File: config.mk
export PLATFORM = sky130hd
export DESIGN_NAME = utcl_ram
export DESIGN_NICKNAME = d
export VERILOG_FILES = /design/src/sv/utcl_ram.sv
export SDC_FILE = /design/constraint.sdc
export NUM_CORES = 2
export LEC_CHECK = 0
export BUFFER_PORTS_ARGS = -buffer_cell sky130_fd_sc_hd__buf_2
export CAP_MARGIN = 25
export CORE_MARGIN = 2
export CORE_UTILIZATION = 55
export CTS_BUF_LIST = sky130_fd_sc_hd__clkbuf_4 sky130_fd_sc_hd__clkbuf_8
export CTS_CLUSTER_SIZE = 8
export DETAILED_ROUTE_END_ITERATION = 12
export HOLD_SLACK_MARGIN = 0.08
export PLACE_DENSITY_LB_ADDON = 0.2
export RECOVER_POWER = 50
export SKIP_CTS_REPAIR_TIMING = 1
export SLEW_MARGIN = 20
export SYNTH_ARGS = -nofsm -noshare
export SYNTH_HDL_FRONTEND = slang
export SYNTH_SLANG_ARGS = --single-unit
export TNS_END_PERCENT = 30
File: constraint.sdc
create_clock -name clk_i -period 2.6 [get_ports clk_i]
set_clock_uncertainty 0.05 [all_clocks]
set_input_delay 0.26 -clock clk_i [delete_from_list [all_inputs] [get_ports clk_i]]
set_output_delay 0.26 -clock clk_i [all_outputs]
set_load 0.02 [all_outputs]
File: src/sv/utcl_ram.sv
`timescale 1ns / 1ps
// ----------------------------------------------------------------------------
// utcl_ram
// Generic single-write, single-read RAM with a registered read port.
// ----------------------------------------------------------------------------
module utcl_ram #(
  parameter int Width = 8,
  parameter int Depth = 256
) (
  input  logic                     clk_i,
  input  logic                     we_i,
  input  logic [$clog2(Depth)-1:0] waddr_i,
  input  logic [Width-1:0]         wdata_i,
  input  logic                     re_i,
  input  logic [$clog2(Depth)-1:0] raddr_i,
  output logic [Width-1:0]         rdata_o
);

  logic [Width-1:0] mem_q [Depth];
  logic [Width-1:0] rdata_q;

  always_ff @(posedge clk_i) begin
    if (we_i) begin
      mem_q[waddr_i] <= wdata_i;
    end
    if (re_i) begin
      rdata_q <= mem_q[raddr_i];
    end
  end

  assign rdata_o = rdata_q;

endmodule

==> flow_summary.toml <==
[power_and_ir_drop]
pwr-share-clk_pct = 39.2
seqPwrFrac_pct = 55.2
p_comb_share_pct = 5.6
leakagePower_nw = 30.39
switchingPower_mw = 14.28
vdd_drop_max_uv = 693.5
switching_share_pct = 21.52
power.density_nw_per_um2 = 714.3
p_int_mw = 52.08

[placed_design]
place_area_sq_um = 86840
gp_congestion = 0.8615
dpl.cell_count = 6104
numPortBuffers = 34
post-dp-hpwl_mm = 127.2

[logic_synthesis]
synth-edff-count = 2056
synth_top_flop_cell = "edfxtp_1"
syn_inst = 3733
syn_area_per_cell_sq_um = 21.33
syn-cell-area_sq_um = 79640
yosysWarnings = 0
ys_types = 54
seq_area_frac_synth_pct = 77.53
synth_async_sr_flop_share_pct = 0
synth_nets = 3760
synth-seq-cells = 2056

[timing]
timing.final.ws_setup_ns = -0.04322
setup_viol_count_final = 1
slew_headroom_pct = -65.65
max_freq_mhz = 378.3
tightest_slew_ns = 2.485
hold_viol = 0
drv_slew = 374
period_needed_ns = 2.643
rsz0062_at_grt = "yes"
post-route-period-util_pct = 101.7

[setup_path]
crit_type = "reg2reg"
cp_max_fo = 1
worstSetupStartpointType = "flop"
r2r_slack_ns = -0.04
cp.required_ns = 3.32
critical_path_arrival_ns = 3.36
end_kind = "flop"

[routing]
via_per_inst = 6.265
drtIter0Drc = 5181
routed-via-count = 41820
postRouteAntennaNets = 0
post-route-drc-count = 6
first_pass_iters = 10
drt_wl_total_mm = 197.8
routedWlPerCell_um = 29.62

[layout]
final_nets = 4593
final.fill_count = 9636
fin_area_sq_um = 92900
ff_latch_area_sq_um = 61740
postLayoutCoreUtil_pct = 64.67
final_cell_mix = "edfxtp_1, buf_4, mux4_2"
stdcell_count = 6676
area_delta_synth_final_pct = 16.66
multiInputGateArea_sq_um = 16530
final_common_cell = "edfxtp_1"
drive_gt1_share_pct = 35.01

[floorplanning]
start_util_pct = 55.44
ioPinCount = 35
die_width_um = 384.5
num_rows = 139
core-area_sq_um = 143700
fp.dieH_um = 384.5
dieArea_sq_um = 147900

[clocking]
cts_root_buffer = "clkbuf_8"
htreeDepth = 5
clk_pin_slew_ns = 0.06
clock_latency_ns = 1.06
cts_tree = "built"
cts_max_path_buffers = 4
cts_sinks = 2056
numCtsBuffers = 342

[run_status]
violations = "DRC, capacitance limit, slew limit, setup timing"
status = "finished with violations"

[global_routing]
grt_pass1_wl_mm = 285.4
grt_overflow = 0
antenna_found_initial = 9
grt_max_degree = 106
grt_usage_pct = 27.02
grt_pass1_vias = 41990

[worst_hold_path]
hp-class = "in2reg"

[job]
drv_cap = 6
==> per-layer routing <==
layer / vias to the layer above / GRT usage (%) / part of all wire (%)
met4: 6 / 8.630 / 3.0
met3: 353 / 6.107 / 9.5
li1: 17360 / - / -
met5: - / 0 / 0.020
met2: 2162 / 42.21 / 48
met1: 21940 / 38.42 / 39
==> final cells by class <==
class,instances,share of cell area [%]
diodes,8,0.02155
multi-input cells,1442,17.80
inverters,2,0.008081
well taps,1903,2.563
flip-flops and latches,2056,66.46
clock inverters,72,0.3380
clock buffers,471,6.156
repair buffers,722,6.663
==> flip-flops by register name, summed over array words and instances, names as in the netlist <==
signal	flops
rdata_o	8
mem_q	2048
==> cells in the mapped netlist (all sizes together) (22+ instances only) <==
cell type / number / area [sq um]
mux2i: 134 / 1341
nor3: 22 / 110.1
a22oi: 133 / 998.5
clkbuf: 111 / 416.7
nand3: 34 / 170.2
a21oi: 96 / 480.5
mux4: 456 / 10280
edfxtp: 2056 / 61740
nor2b: 31 / 193.9
o22ai: 28 / 175.2
o221ai: 47 / 417.9
nand2: 33 / 123.9
nor4: 27 / 187.7
buf: 122 / 1032
nor2: 282 / 1059
==> worst paths after layout <==
kind,start,end,cells after the start
min reg2reg,mem_q[40][3]$_DFFE_PP_,rdata_o[3]$_DFFE_PP_,7
min,raddr_i[5],rdata_o[6]$_DFFE_PP_,6
max,mem_q[211][3]$_DFFE_PP_,rdata_o[3]$_DFFE_PP_,8
max reg2reg,mem_q[211][3]$_DFFE_PP_,rdata_o[3]$_DFFE_PP_,8
==> power by group through the flow <==
stage	combinational, mW	sequential [mW]	clock [mW]
floorplan	1.78	37.3	0
global placement	3.70	37.3	0
detailed placement	3.75	37.3	0
CTS	3.76	36.6	26.4
global route	3.92	36.6	27.8
finish	3.73	36.6	26.0
==> per-stage QoR <==
stage               power, mW  hold slack, ns  setup slack (ns)   TNS, ns
floorplan               39.07          0.3089            0.2139         0
global placement        41.00          0.5821            -1.090    -6.330
detailed placement      41.05          0.5839           -0.8906    -5.365
CTS                     66.79         -0.5508           -0.2890   -0.9352
global route            68.35          0.2005           -0.1017    -1.063
finish                  66.36          0.1932          -0.04322  -0.04322
==> worst max-delay path: stages (launching register included) <==
cell and delay (ns):
edfxtp_1 0.35, mux4_2 0.51, a22o_1 0.26, a221oi_1 0.27, buf_4 0.19, o32ai_1 0.10, nor3_2 0.34, buf_4 0.24
nor4_1 0.06
==> logic make-up after synthesis <==
logic type             Yosys count  synth area share [%]
AO/OA/AOI/OAI                  385                 3.416
AND/OR/NAND/NOR                466                 2.625
multiplexers                   591                 14.60
buffers and inverters          235                 1.829
flip-flops                    2056                 77.53
Note: power is estimated with default switching activity, not from simulation.
